File: config.mk
export PLATFORM = sky130hd
export DESIGN_NAME = bump_and_turn_walk_controller_core
export DESIGN_NICKNAME = d
export VERILOG_FILES = /design/src/rtl/core/bat_pkg.sv /design/src/rtl/core/bump_and_turn_walk_controller_core.sv /design/src/rtl/core/bat_step.sv
export VERILOG_INCLUDE_DIRS = /design/src /design/src/rtl/core
export SDC_FILE = /design/constraint.sdc
export NUM_CORES = 1
export LEC_CHECK = 0
export BUFFER_PORTS_ARGS = -buffer_cell sky130_fd_sc_hd__clkbuf_2
export CAP_MARGIN = 10
export CORE_MARGIN = 2
export CORE_UTILIZATION = 52
export DETAILED_ROUTE_END_ITERATION = 10
export PLACE_DENSITY_LB_ADDON = 0.2
export SLEW_MARGIN = 10
export SYNTH_ARGS = -nofsm -noshare
export SYNTH_HDL_FRONTEND = slang
export SYNTH_HIERARCHICAL = 1
export SYNTH_SLANG_ARGS = --single-unit
export TNS_END_PERCENT = 1
File: constraint.sdc
create_clock -name clk -period 9 [get_ports clk]
set_input_delay 0.9 -clock clk [delete_from_list [all_inputs] [get_ports clk]]
set_output_delay 0.9 -clock clk [all_outputs]
set_load 0.02 [all_outputs]
File: src/rtl/core/bump_and_turn_walk_controller_core_defines.svh
// Assertion macros for the bump-and-turn walk controller core.
// Used by the top level; needs clk and rst in scope.
`ifndef BUMP_AND_TURN_WALK_CONTROLLER_CORE_DEFINES_SVH
`define BUMP_AND_TURN_WALK_CONTROLLER_CORE_DEFINES_SVH

// Condition holds at every edge outside reset.
`define BAT_ASSERT_HOLDS(label, cond, msg) \
  label: assert property (@(posedge clk) disable iff (rst) (cond)) else $error(msg);

// Condition at one edge implies a condition at the next.
`define BAT_ASSERT_NEXT(label, pre, post, msg) \
  label: assert property (@(posedge clk) disable iff (rst) (pre) |=> (post)) else $error(msg);

`endif

File: src/rtl/core/bat_pkg.sv
// Shared types, codes and constants of the bump-and-turn walk controller.
// No dependencies.
package bat_pkg;

  localparam int VELOCITY_WIDTH_DEFAULT   = 16;
  localparam int TICK_COUNT_WIDTH_DEFAULT = 16;

  localparam int CMD_W     = 16;
  localparam int CFG_IDX_W = 2;
  localparam int CFG_DAT_W = 16;
  localparam int S_DATA_W  = 24;
  localparam int M_DATA_W  = 40;

  localparam logic [1:0] MODE_BUMPER = 2'd0;
  localparam logic [1:0] MODE_CLIFF  = 2'd1;
  localparam logic [1:0] MODE_DROP   = 2'd2;
  localparam logic [1:0] MODE_TICK   = 2'd3;

  localparam logic [1:0] SENSOR_LEFT  = 2'd0;
  localparam logic [1:0] SENSOR_RIGHT = 2'd2;

  localparam logic [1:0] COLOR_BLACK  = 2'd0;
  localparam logic [1:0] COLOR_ORANGE = 2'd1;
  localparam logic [1:0] COLOR_RED    = 2'd2;

  localparam logic [CFG_IDX_W-1:0] REG_FWD_SPEED       = 2'd0;
  localparam logic [CFG_IDX_W-1:0] REG_TURN_RATE       = 2'd1;
  localparam logic [CFG_IDX_W-1:0] REG_HALF_TURN_TICKS = 2'd2;

  localparam logic [15:0] FWD_SPEED_RESET       = 16'd500;
  localparam logic [14:0] TURN_RATE_RESET       = 15'd100;
  localparam logic [15:0] HALF_TURN_TICKS_RESET = 16'd314;

  typedef struct packed {
    logic        random_direction;
    logic [15:0] random_fraction;
    logic        active;
    logic [1:0]  sensor_index;
  } item_t;

  typedef struct packed {
    logic [15:0] angular_command;
    logic [15:0] linear_command;
    logic        command_valid;
    logic [1:0]  led2_color;
    logic        led2_write;
    logic [1:0]  led1_color;
    logic        led1_write;
  } result_t;

  typedef struct packed {
    logic signed [15:0] fwd_speed;
    logic [14:0]        turn_rate;
    logic [15:0]        half_turn_ticks;
  } cfg_t;

  typedef struct packed {
    logic [2:0] bumper_flags;
    logic [2:0] cliff_flags;
    logic [1:0] drop_flags;
    logic [2:0] led_marks;
    logic       stopped;
    logic       turn_requested;
    logic       turning_now;
    logic       turn_negative;
  } flags_t;

endpackage

File: src/rtl/core/bump_and_turn_walk_controller_core.sv
// Bump-and-turn walk controller core: input register, step logic, result register.
// Depends on bat_pkg, bat_step and the core defines header.
//
// Usage:
//   Slave stream (s_tvalid/s_tready/s_tdata/s_tuser) carries sensor events
//   and control ticks; s_tuser selects the kind (bumper, cliff, wheel drop,
//   tick). Master stream (m_tvalid/m_tready/m_tdata) returns exactly one
//   result per item: LED writes and an optional velocity command.
//   Configuration writes arrive on cfg_valid/cfg_index/cfg_data; cfg_ready
//   is always high. Write only while no item is in flight.
// Timing:
//   An accepted item is held in the input register; the step logic fills the
//   result register from it when the result stage can advance, and m_tvalid
//   rises with it. Throughput is one item per cycle while m_tready stays high,
//   with combinational step logic (one 16x16 multiply for the turn length, then a compare).
// Reset: synchronous rst clears both stages, all flags and counters and
//   loads the register defaults (500, 100, 314).
// Stall: with m_tready low the result is held; the input register still
//   takes one more transaction, then s_tready drops until the result is taken.
`include "bump_and_turn_walk_controller_core_defines.svh"

module bump_and_turn_walk_controller_core
  import bat_pkg::*;
#(
  parameter int VELOCITY_WIDTH   = VELOCITY_WIDTH_DEFAULT,
  parameter int TICK_COUNT_WIDTH = TICK_COUNT_WIDTH_DEFAULT
) (
  input  logic                 clk,
  input  logic                 rst,
  input  logic                 s_tvalid,
  output logic                 s_tready,
  // sensor_index[1:0], active[2], random_fraction[18:3], random_direction[19]
  input  logic [S_DATA_W-1:0]  s_tdata,
  // mode[1:0]
  input  logic [1:0]           s_tuser,
  output logic                 m_tvalid,
  input  logic                 m_tready,
  // led1_write[0], led1_color[2:1], led2_write[3], led2_color[5:4],
  // command_valid[6], linear_command[22:7], angular_command[38:23]
  output logic [M_DATA_W-1:0]  m_tdata,
  input  logic                 cfg_valid,
  output logic                 cfg_ready,
  input  logic [CFG_IDX_W-1:0] cfg_index,
  input  logic [CFG_DAT_W-1:0] cfg_data
);

  logic                        in_valid;
  logic [1:0]                  in_mode;
  item_t                       in_item;
  result_t                     out_result;
  cfg_t                        cfg;
  flags_t                      flags;
  flags_t                      flags_next;
  logic [TICK_COUNT_WIDTH-1:0] turn_length;
  logic [TICK_COUNT_WIDTH-1:0] turn_length_next;
  logic [TICK_COUNT_WIDTH-1:0] turn_elapsed;
  logic [TICK_COUNT_WIDTH-1:0] turn_elapsed_next;
  result_t                     step_result;
  logic                        advance;

  assign advance   = !m_tvalid || m_tready;
  assign s_tready  = !in_valid || advance;
  assign cfg_ready = 1'b1;
  assign m_tdata   = {1'b0, out_result};

  bat_step #(
    .VELOCITY_WIDTH   (VELOCITY_WIDTH),
    .TICK_COUNT_WIDTH (TICK_COUNT_WIDTH)
  ) u_step (
    .mode              (in_mode),
    .item              (in_item),
    .cfg               (cfg),
    .flags             (flags),
    .turn_length       (turn_length),
    .turn_elapsed      (turn_elapsed),
    .flags_next        (flags_next),
    .turn_length_next  (turn_length_next),
    .turn_elapsed_next (turn_elapsed_next),
    .result            (step_result)
  );

  always_ff @(posedge clk) begin
    if (rst) begin
      cfg.fwd_speed       <= FWD_SPEED_RESET;
      cfg.turn_rate       <= TURN_RATE_RESET;
      cfg.half_turn_ticks <= HALF_TURN_TICKS_RESET;
    end else if (cfg_valid && cfg_ready) begin
      case (cfg_index)
        REG_FWD_SPEED:       cfg.fwd_speed       <= cfg_data;
        REG_TURN_RATE:       cfg.turn_rate       <= cfg_data[14:0];
        REG_HALF_TURN_TICKS: cfg.half_turn_ticks <= cfg_data;
        default: begin
          cfg <= cfg;
        end
      endcase
    end
  end

  always_ff @(posedge clk) begin
    if (rst) begin
      in_valid <= 1'b0;
    end else if (s_tvalid && s_tready) begin
      in_valid <= 1'b1;
    end else if (advance) begin
      in_valid <= 1'b0;
    end
  end

  always_ff @(posedge clk) begin
    if (s_tvalid && s_tready) begin
      in_mode <= s_tuser;
      in_item <= item_t'(s_tdata[19:0]);
    end
  end

  always_ff @(posedge clk) begin
    if (rst) begin
      m_tvalid     <= 1'b0;
      flags        <= '0;
      turn_length  <= '0;
      turn_elapsed <= '0;
    end else if (advance) begin
      m_tvalid <= in_valid;
      if (in_valid) begin
        flags        <= flags_next;
        turn_length  <= turn_length_next;
        turn_elapsed <= turn_elapsed_next;
      end
    end
  end

  always_ff @(posedge clk) begin
    if (advance && in_valid) begin
      out_result <= step_result;
    end
  end

  `BAT_ASSERT_HOLDS(a_stop_tracks_mark, flags.stopped == flags.led_marks[2],
    "stop flag and drop mark differ")
  `BAT_ASSERT_HOLDS(a_cmd_excludes_led,
    !m_tvalid || !(out_result.command_valid &&
    (out_result.led1_write || out_result.led2_write)),
    "command and LED write in one result")
  `BAT_ASSERT_HOLDS(a_ready_when_empty, m_tvalid || s_tready,
    "input blocked with empty result stage")
  `BAT_ASSERT_NEXT(a_tick_clears_request,
    advance && in_valid && in_mode == MODE_TICK && !flags.stopped,
    !flags.turn_requested, "turn request survived a running tick")

endmodule

File: src/rtl/core/bat_step.sv
// Next-state and result logic for one item of the walk controller.
// Depends on bat_pkg.
module bat_step
  import bat_pkg::*;
#(
  parameter int VELOCITY_WIDTH   = VELOCITY_WIDTH_DEFAULT,
  parameter int TICK_COUNT_WIDTH = TICK_COUNT_WIDTH_DEFAULT
) (
  input  logic [1:0]                  mode,
  input  item_t                       item,
  input  cfg_t                        cfg,
  input  flags_t                      flags,
  input  logic [TICK_COUNT_WIDTH-1:0] turn_length,
  input  logic [TICK_COUNT_WIDTH-1:0] turn_elapsed,
  output flags_t                      flags_next,
  output logic [TICK_COUNT_WIDTH-1:0] turn_length_next,
  output logic [TICK_COUNT_WIDTH-1:0] turn_elapsed_next,
  output result_t                     result
);

  localparam int LEN_W = (TICK_COUNT_WIDTH > 16) ? TICK_COUNT_WIDTH : 16;
  localparam int CW    = (VELOCITY_WIDTH > CMD_W) ? VELOCITY_WIDTH : CMD_W;
  localparam logic [TICK_COUNT_WIDTH-1:0] TICK_MAX = {TICK_COUNT_WIDTH{1'b1}};

  logic [31:0]                 product;
  logic [LEN_W-1:0]            len_wide;
  logic [TICK_COUNT_WIDTH-1:0] new_length;
  logic [VELOCITY_WIDTH-1:0]   ang_mag;
  logic [VELOCITY_WIDTH-1:0]   ang_vel;
  logic [VELOCITY_WIDTH-1:0]   lin_vel;

  assign product  = 32'(item.random_fraction) * 32'(cfg.half_turn_ticks);
  assign len_wide = LEN_W'(product[31:16]);
  assign new_length = (len_wide > LEN_W'(TICK_MAX)) ? TICK_MAX
                                                   : TICK_COUNT_WIDTH'(len_wide);
  assign ang_mag = VELOCITY_WIDTH'(cfg.turn_rate);
  assign lin_vel = VELOCITY_WIDTH'(cfg.fwd_speed);

  always_comb begin
    flags_next        = flags;
    turn_length_next  = turn_length;
    turn_elapsed_next = turn_elapsed;
    result            = '0;
    ang_vel           = '0;
    case (mode)
      MODE_BUMPER: begin
        if (item.active) flags_next.turn_requested = 1'b1;
        if (item.sensor_index <= SENSOR_RIGHT)
          flags_next.bumper_flags[item.sensor_index] = item.active;
        if (!flags.led_marks[0] && flags_next.bumper_flags != 3'd0) begin
          flags_next.led_marks[0] = 1'b1;
          result.led1_write       = 1'b1;
          result.led1_color       = COLOR_ORANGE;
        end else if (flags.led_marks[0] && flags_next.bumper_flags == 3'd0) begin
          flags_next.led_marks[0] = 1'b0;
          result.led1_write       = 1'b1;
          result.led1_color       = COLOR_BLACK;
        end
      end
      MODE_CLIFF: begin
        if (item.active) flags_next.turn_requested = 1'b1;
        if (item.sensor_index <= SENSOR_RIGHT)
          flags_next.cliff_flags[item.sensor_index] = item.active;
        if (!flags.led_marks[1] && flags_next.cliff_flags != 3'd0) begin
          flags_next.led_marks[1] = 1'b1;
          result.led2_write       = 1'b1;
          result.led2_color       = COLOR_ORANGE;
        end else if (flags.led_marks[1] && flags_next.cliff_flags == 3'd0) begin
          flags_next.led_marks[1] = 1'b0;
          result.led2_write       = 1'b1;
          result.led2_color       = COLOR_BLACK;
        end
      end
      MODE_DROP: begin
        if (item.sensor_index == SENSOR_LEFT) flags_next.drop_flags[0] = item.active;
        if (item.sensor_index == SENSOR_RIGHT) flags_next.drop_flags[1] = item.active;
        if (!flags.led_marks[2] && flags_next.drop_flags != 2'd0) begin
          flags_next.led_marks[2] = 1'b1;
          flags_next.stopped      = 1'b1;
          result.led1_write       = 1'b1;
          result.led1_color       = COLOR_RED;
          result.led2_write       = 1'b1;
          result.led2_color       = COLOR_RED;
        end else if (flags.led_marks[2] && flags_next.drop_flags == 2'd0) begin
          flags_next.led_marks[2] = 1'b0;
          flags_next.stopped      = 1'b0;
          result.led1_write       = 1'b1;
          result.led1_color       = COLOR_BLACK;
          result.led2_write       = 1'b1;
          result.led2_color       = COLOR_BLACK;
        end
      end
      MODE_TICK: begin
        if (flags.stopped) begin
          result.command_valid = 1'b1;
          if (flags.turning_now && turn_elapsed != TICK_MAX)
            turn_elapsed_next = turn_elapsed + TICK_COUNT_WIDTH'(1);
        end else begin
          if (flags.turn_requested) begin
            flags_next.turn_requested = 1'b0;
            flags_next.turning_now    = 1'b1;
            flags_next.turn_negative  = !item.random_direction;
            turn_length_next          = new_length;
            turn_elapsed_next         = '0;
          end
          if (flags_next.turning_now) begin
            if (turn_elapsed_next < turn_length_next) begin
              result.command_valid = 1'b1;
              ang_vel = flags_next.turn_negative ? (VELOCITY_WIDTH'(0) - ang_mag)
                                                 : ang_mag;
              if (turn_elapsed_next != TICK_MAX)
                turn_elapsed_next = turn_elapsed_next + TICK_COUNT_WIDTH'(1);
            end else begin
              flags_next.turning_now = 1'b0;
            end
          end else begin
            result.command_valid  = 1'b1;
            result.linear_command = CMD_W'(CW'(lin_vel));
          end
        end
      end
      default: begin
        result = '0;
      end
    endcase
    result.angular_command = CMD_W'(CW'(ang_vel));
  end

endmodule

# ---- After elaboration in Yosys (flattened, before gate mapping)
# Cells that the tools add are included.
# Widths: inputs -> output; s select.
dict set report word_totals {
  register_bits 156
  input_bits 49
  out_inout_bits 43
  wordCells 153
}
dict set report classes {
  addsub 3
  n_mul 1
  n_lt_le_gt_ge 5
  eq_ne 11
  mux 51
  bitwise 5
  reduce_logical 48
}
# operator count
set op_table {}
lappend op_table {{$mux 16} 12}
lappend op_table {{$add 16x1->16 const B} 2}
lappend op_table {{$mul 16x16->32} 1}
lappend op_table {{$ne 16x16->1 const B} 2}
lappend op_table {{$mux 3} 7}
lappend op_table {{$mux 1} 20}
lappend op_table {{$reduce_and 4->1} 5}
lappend op_table {{$gt 16x16->1 const B} 1}
lappend op_table {{$lt 16x16->1} 1}
lappend op_table {{$sub 1x15->16 const A} 1}
lappend op_table {{$mux 15} 1}
lappend op_table {{$pmux 3 s2} 2}
lappend op_table {{$reduce_bool 2->1} 6}
lappend op_table {{$logic_and 1x1->1} 10}
lappend op_table {{$reduce_and 3->1} 3}
lappend op_table {{$eq 2x2->1 const B} 4}
lappend op_table {{$logic_not 2->1} 4}
lappend op_table {{$bwmux 3} 2}
lappend op_table {{$logic_not 1->1} 6}
lappend op_table {{$logic_not 3->1} 2}
lappend op_table {{$mux 2} 3}
lappend op_table {{$mux 6} 1}
lappend op_table {{$reduce_and 2->1} 3}
lappend op_table {{$reduce_bool 3->1} 2}
lappend op_table {{other kinds (16)} 23}

# ---- Longest topological paths before layout
dict set report logic_depth {
  word_depth 12
  depth_mapped 34
  ltp_nobuf 33
}

# ---- Modules after synthesis
# Netlist, hierarchy kept.
# mod instances cells_per_inst area_each_um2 seq_area_each_um2
set by_module_without_submodules {}
lappend by_module_without_submodules {bat_step 1 1400 11069.4 0.0}
lappend by_module_without_submodules {bump_and_turn_walk_controller_core 1 482 5728.0 3753.6}

# ---- Worst setup path after synthesis
# No wires, ideal clock.
dict set report synth_timing {
  path_type {register to register}
  startpoint {register in_item[10] (netlist name)}
  endpoint {register turn_elapsed[0]}
  setup_time_ns 0.072
  arrival_ns 7.893
  required_time_ns 8.928
  path_slack_ns 1.036
  path_stages_with_launch 33
  path_buffers 1
  synth_period_minus_slack_ns 7.964
  cell_sequence {edfxtp_1 > clkbuf_1 > nand2_1 > fa_1 > inv_1 > fa_1 > inv_1 > fa_1 > inv_1 > fa_1 > fa_1 > inv_1 > fa_1 > inv_1 > ha_1 > a21oi_1 > o21ai_1 > a2111oi_2 > a21oi_1 > a21oi_1 > o21bai_1 > xor2_1 > mux2i_1 > ha_1 > a211oi_1 > nand3_1 > or3_4 > a31oi_4 > nand3_2 > mux2_4 > a221oi_2 > nand2b_1 > mux2i_1}
}
dict set report synth_via {
  elab_chain_cells 10
}
# item line_no
set synth_lines {}
lappend synth_lines {{start: declaration} bump_and_turn_walk_controller_core.sv:49} ;# item_t in_item;
lappend synth_lines {{start signal: assignment} bump_and_turn_walk_controller_core.sv:112} ;# in_item <= item_t'(s_tdata[19:0]);
lappend synth_lines {{$mul 16x16->32 (*)} bat_step.sv:32} ;# assign product = 32'(item.random_fraction) * 32'(cfg.half_turn_ticks);
lappend synth_lines {{$gt 16x16->1} bat_step.sv:34} ;# assign new_length = (len_wide > LEN_W'(TICK_MAX)) ? TICK_MAX
lappend synth_lines {{$mux 16 (*)} bat_step.sv:34}
lappend synth_lines {{$mux 16 (*)} bat_step.sv:99} ;# if (flags.turn_requested) begin
lappend synth_lines {{$mux 16 (*)} bat_step.sv:94} ;# if (flags.stopped) begin
lappend synth_lines {{$mux 16 (*)} bat_step.sv:45} ;# case (mode)
lappend synth_lines {{$lt 16x16->1 (*)} bat_step.sv:107} ;# if (turn_elapsed_next < turn_length_next) begin
lappend synth_lines {{$mux 16 (*)} bat_step.sv:107}
lappend synth_lines {{$mux 16 (*)} bat_step.sv:106} ;# if (flags_next.turning_now) begin
lappend synth_lines {{$mux 16 (*)} bat_step.sv:94}
lappend synth_lines {{end signal: assignment} bump_and_turn_walk_controller_core.sv:127} ;# turn_elapsed <= turn_elapsed_next;
lappend synth_lines {{end: declaration} bump_and_turn_walk_controller_core.sv:56} ;# logic [TICK_COUNT_WIDTH-1:0] turn_elapsed;
# Mark *: on every way between the ends. The rest lies on a longest branch, timed or not. The select of a mux whose other input is x is not followed.
# A chain may end at the register's enable or synchronous reset.

# ---- Worst setup path after layout
dict set report layout_timing {
  startpoint {register in_item[8] (netlist name)}
  endpoint {register turn_elapsed[2]}
}
# The elaborated chain is that of the path after synthesis.

==> impl_metrics.yaml <==
route:
  drc: 0
  drt_iter0_markers: 766
  antenna_left: 0
  dr_total_vias: 13049
  drt_pass1_iterations: 5
  viasPerCell: 5.50
  routed_wl_mm: 39.8
  wl_per_cell_um: 16.8
die:
  io_pins: 92
  initial_core_util_pct: 53.0
  core-area_um2: 31700
  rows: 65
  die_area_um2: 33800
  die_x_um: 184
  die_h_um: 184
global_routing:
  grt_pass1_vias: 13315
  antenna_found_initial: 0
  grt_first_pass_wirelength_mm: 66.3
  gr-total-overflow: 0
  grtUsageTotal_pct: 24.7
  grt_max_degree: 80
logic_synthesis:
  avgSynthCellArea_um2: 8.93
  synthArstFlopShare_pct: 0
  yosysTopAreaCell: "fa_1"
  synth_warnings: 6
  ys_top_cells_by_area: "fa_1 (23%), dfxtp_1 (11%), edfxtp_1 (11%)"
  synth_top_cell_area_share_pct: 23.0
  syn-num-nets: 2251
  synth-seq-cells: 157
  netlist_area_um2: 16800
  yosysUniqueCellTypes: 75
  synth-edff-count: 61
  ys_seq_area_share_pct: 22.3
  ys.flop_type: "dfxtp_1"
  synthesis.instances: 1882
timing:
  max_slew_margin_pct: 23.9
  setup_slack_ps: 488
  worst_hold_slack_ps: 453
  hold_violations: 0
  worstMarginPinSlew_ps: 1140
  tns_ps: 0
  setup_viol: 0
  period_share_pct: 94.6
  fmax_mhz: 117
  min_period_ps: 8510
  fin_skew_ps: 20.8
  drv_slew: 0
clock_tree:
  insertion_delay_ps: 450
  root_buffer: "clkbuf_16"
  clock_sinks: 157
  htreeDepth: 4
  clk_pin_slew_ps: 80
  cts_tree: "built"
  clock_path_buffers: 2
  numCtsBuffers: 17
placement:
  pre_cts_ws_ps: 312
  gp_congestion: 0.842
  dpl.cell_count: 2329
  hpwlAfterDp_mm: 30.4
  place_area_um2: 17700
  port_buffers: 85
setup_path:
  crit_fanout: 9
  worstSetupPathType: "flop to flop"
  startpoint_type: "flop"
  critPathLaunch: "in_item[8]$_DFFE_PP_"
  crit_path_frequent_cell: "fa_1"
  r2r-start: "in_item[8]$_DFFE_PP_"
  crit_buf_inv: 5
  r2r-end: "turn_elapsed[2]$_SDFFE_PP0P_"
  cp-endpoint: "turn_elapsed[2]$_SDFFE_PP0P_"
  crit_arrival_ps: 8880
  r2r_cells: 32
  reg2reg_slack_ps: 490
  worst_path_max_delay_cell: "fa_1"
  required_ps: 9360
  critical_path_depth: 32
  cpPeakStageDelay_ps: 560
  cp_top_family: "adder cells"
  end_kind: "flop"
layout:
  fin_cells: 2373
  final_util_pct: 58.2
  n_fill_cell: 2823
  final_cell_mix: "nand2_1 (279), inv_1 (263), fa_1 (193)"
  drive_gt1_share_pct: 11.7
  diodes: 0
  multi_input_area_um2: 11700
  num-nets-final: 2327
  final_common_cell: "nand2_1"
  syn_to_final_growth_pct: 9.85
  regArea_um2: 3760
  fin_area_um2: 18500
run_status:
  status: "complete, no violations"
job:
  maxCapViolCount: 0
power:
  vdd_ir_drop_max_mv: 0.210
  power.total_mw: 3.59
  p_leak_nw: 8.31
  p_per_area_nw_per_um2: 195
min_path:
  hold_class: "flop to flop"
state kept, by name, summed over array words and instances (netlist names):
name and flops:
cfg 47, flags 15, m_tdata 39, in_valid 1, turn_elapsed 16, in_item 20
m_tvalid 1, turn_length 16, in_mode 2
cell usage after synthesis (5+ instances only):
library cell,number
xor2_1,11
mux2i_1,65
ha_1,127
fa_1,193
a22oi_1,5
nand3_1,18
mux2_2,23
clkbuf_1,63
o22ai_1,6
nand2_1,279
nand4_1,17
edfxtp_1,61
and3_1,24
nor2_1,66
a31oi_1,9
dfxtp_1,96
nor3_1,31
buf_2,15
o211ai_1,7
xnor2_1,21
inv_1,263
buf_4,8
nor2b_1,20
nor4_1,5
a211oi_1,6
a21o_1,8
a21oi_1,97
and2_1,121
nand2b_1,100
o21ai_0,41
tightest hold or removal path: stages (launching register included):
cell	delay (ps)
dfxtp_1	310
nand2_1	50
a21oi_1	50
report_power, final:
part           internal, mW  switching, mW
logic                 0.821           1.18
clock network         0.474          0.325
registers             0.763         0.0238
routing by layer:
layer / vias up / GRT usage (%) / part of all wire [%]
li1: 6200 / - / -
met2: 337 / 41.6 / 48
met5: - / 0 / 0
met4: 0 / 7.52 / 2.2
met1: 6469 / 32.9 / 45
met3: 43 / 3.74 / 4.8
worst min path at each step:
stage	startpoint	end	slack (ps)	cells past startpoint
after floorplan	cfg[31]$_SDFFE_PP0P_	cfg[31]$_SDFFE_PP0P_	430	2
after global placement	cfg[40]$_SDFFE_PP0P_	cfg[40]$_SDFFE_PP0P_	440	2
after detailed placement	cfg[46]$_SDFFE_PP0P_	cfg[46]$_SDFFE_PP0P_	450	2
after CTS	cfg[42]$_SDFFE_PP0P_	cfg[42]$_SDFFE_PP0P_	460	2
after global routing	cfg[44]$_SDFFE_PP0P_	cfg[44]$_SDFFE_PP0P_	470	2
final	cfg[43]$_SDFFE_PP0P_	cfg[43]$_SDFFE_PP0P_	450	2
layout make-up:
class / instances / area share, %
multi-input combinational: 1369 / 63.2
sequential: 157 / 20.4
inverter: 263 / 5.35
timing repair buffer: 150 / 4.96
tap: 402 / 2.73
clock buffer: 19 / 2.40
clock inverter: 13 / 1.01
cells by family (layout without fill, tap and decap cells):
family / after synthesis / count (layout) / synth area share, %
multiplexers: 90 / 90 / 5.57
AO/OA/AOI/OAI: 220 / 220 / 8.17
flip-flops: 157 / 157 / 22.3
AND/OR/NAND/NOR: 705 / 705 / 21.1
adder cells (fa/ha/maj): 320 / 320 / 32.5
other: 2 / 2 / 0.0447
XOR/XNOR: 32 / 32 / 1.67
buffers and inverters: 356 / 445 / 8.60
repair_timing:
action,CTS,global route
endpoints found under the setup margin,0,34
resized for setup,0,9
hold buffers,0,0
buffers inserted,0,12
Power figures use the tool's default switching activity.
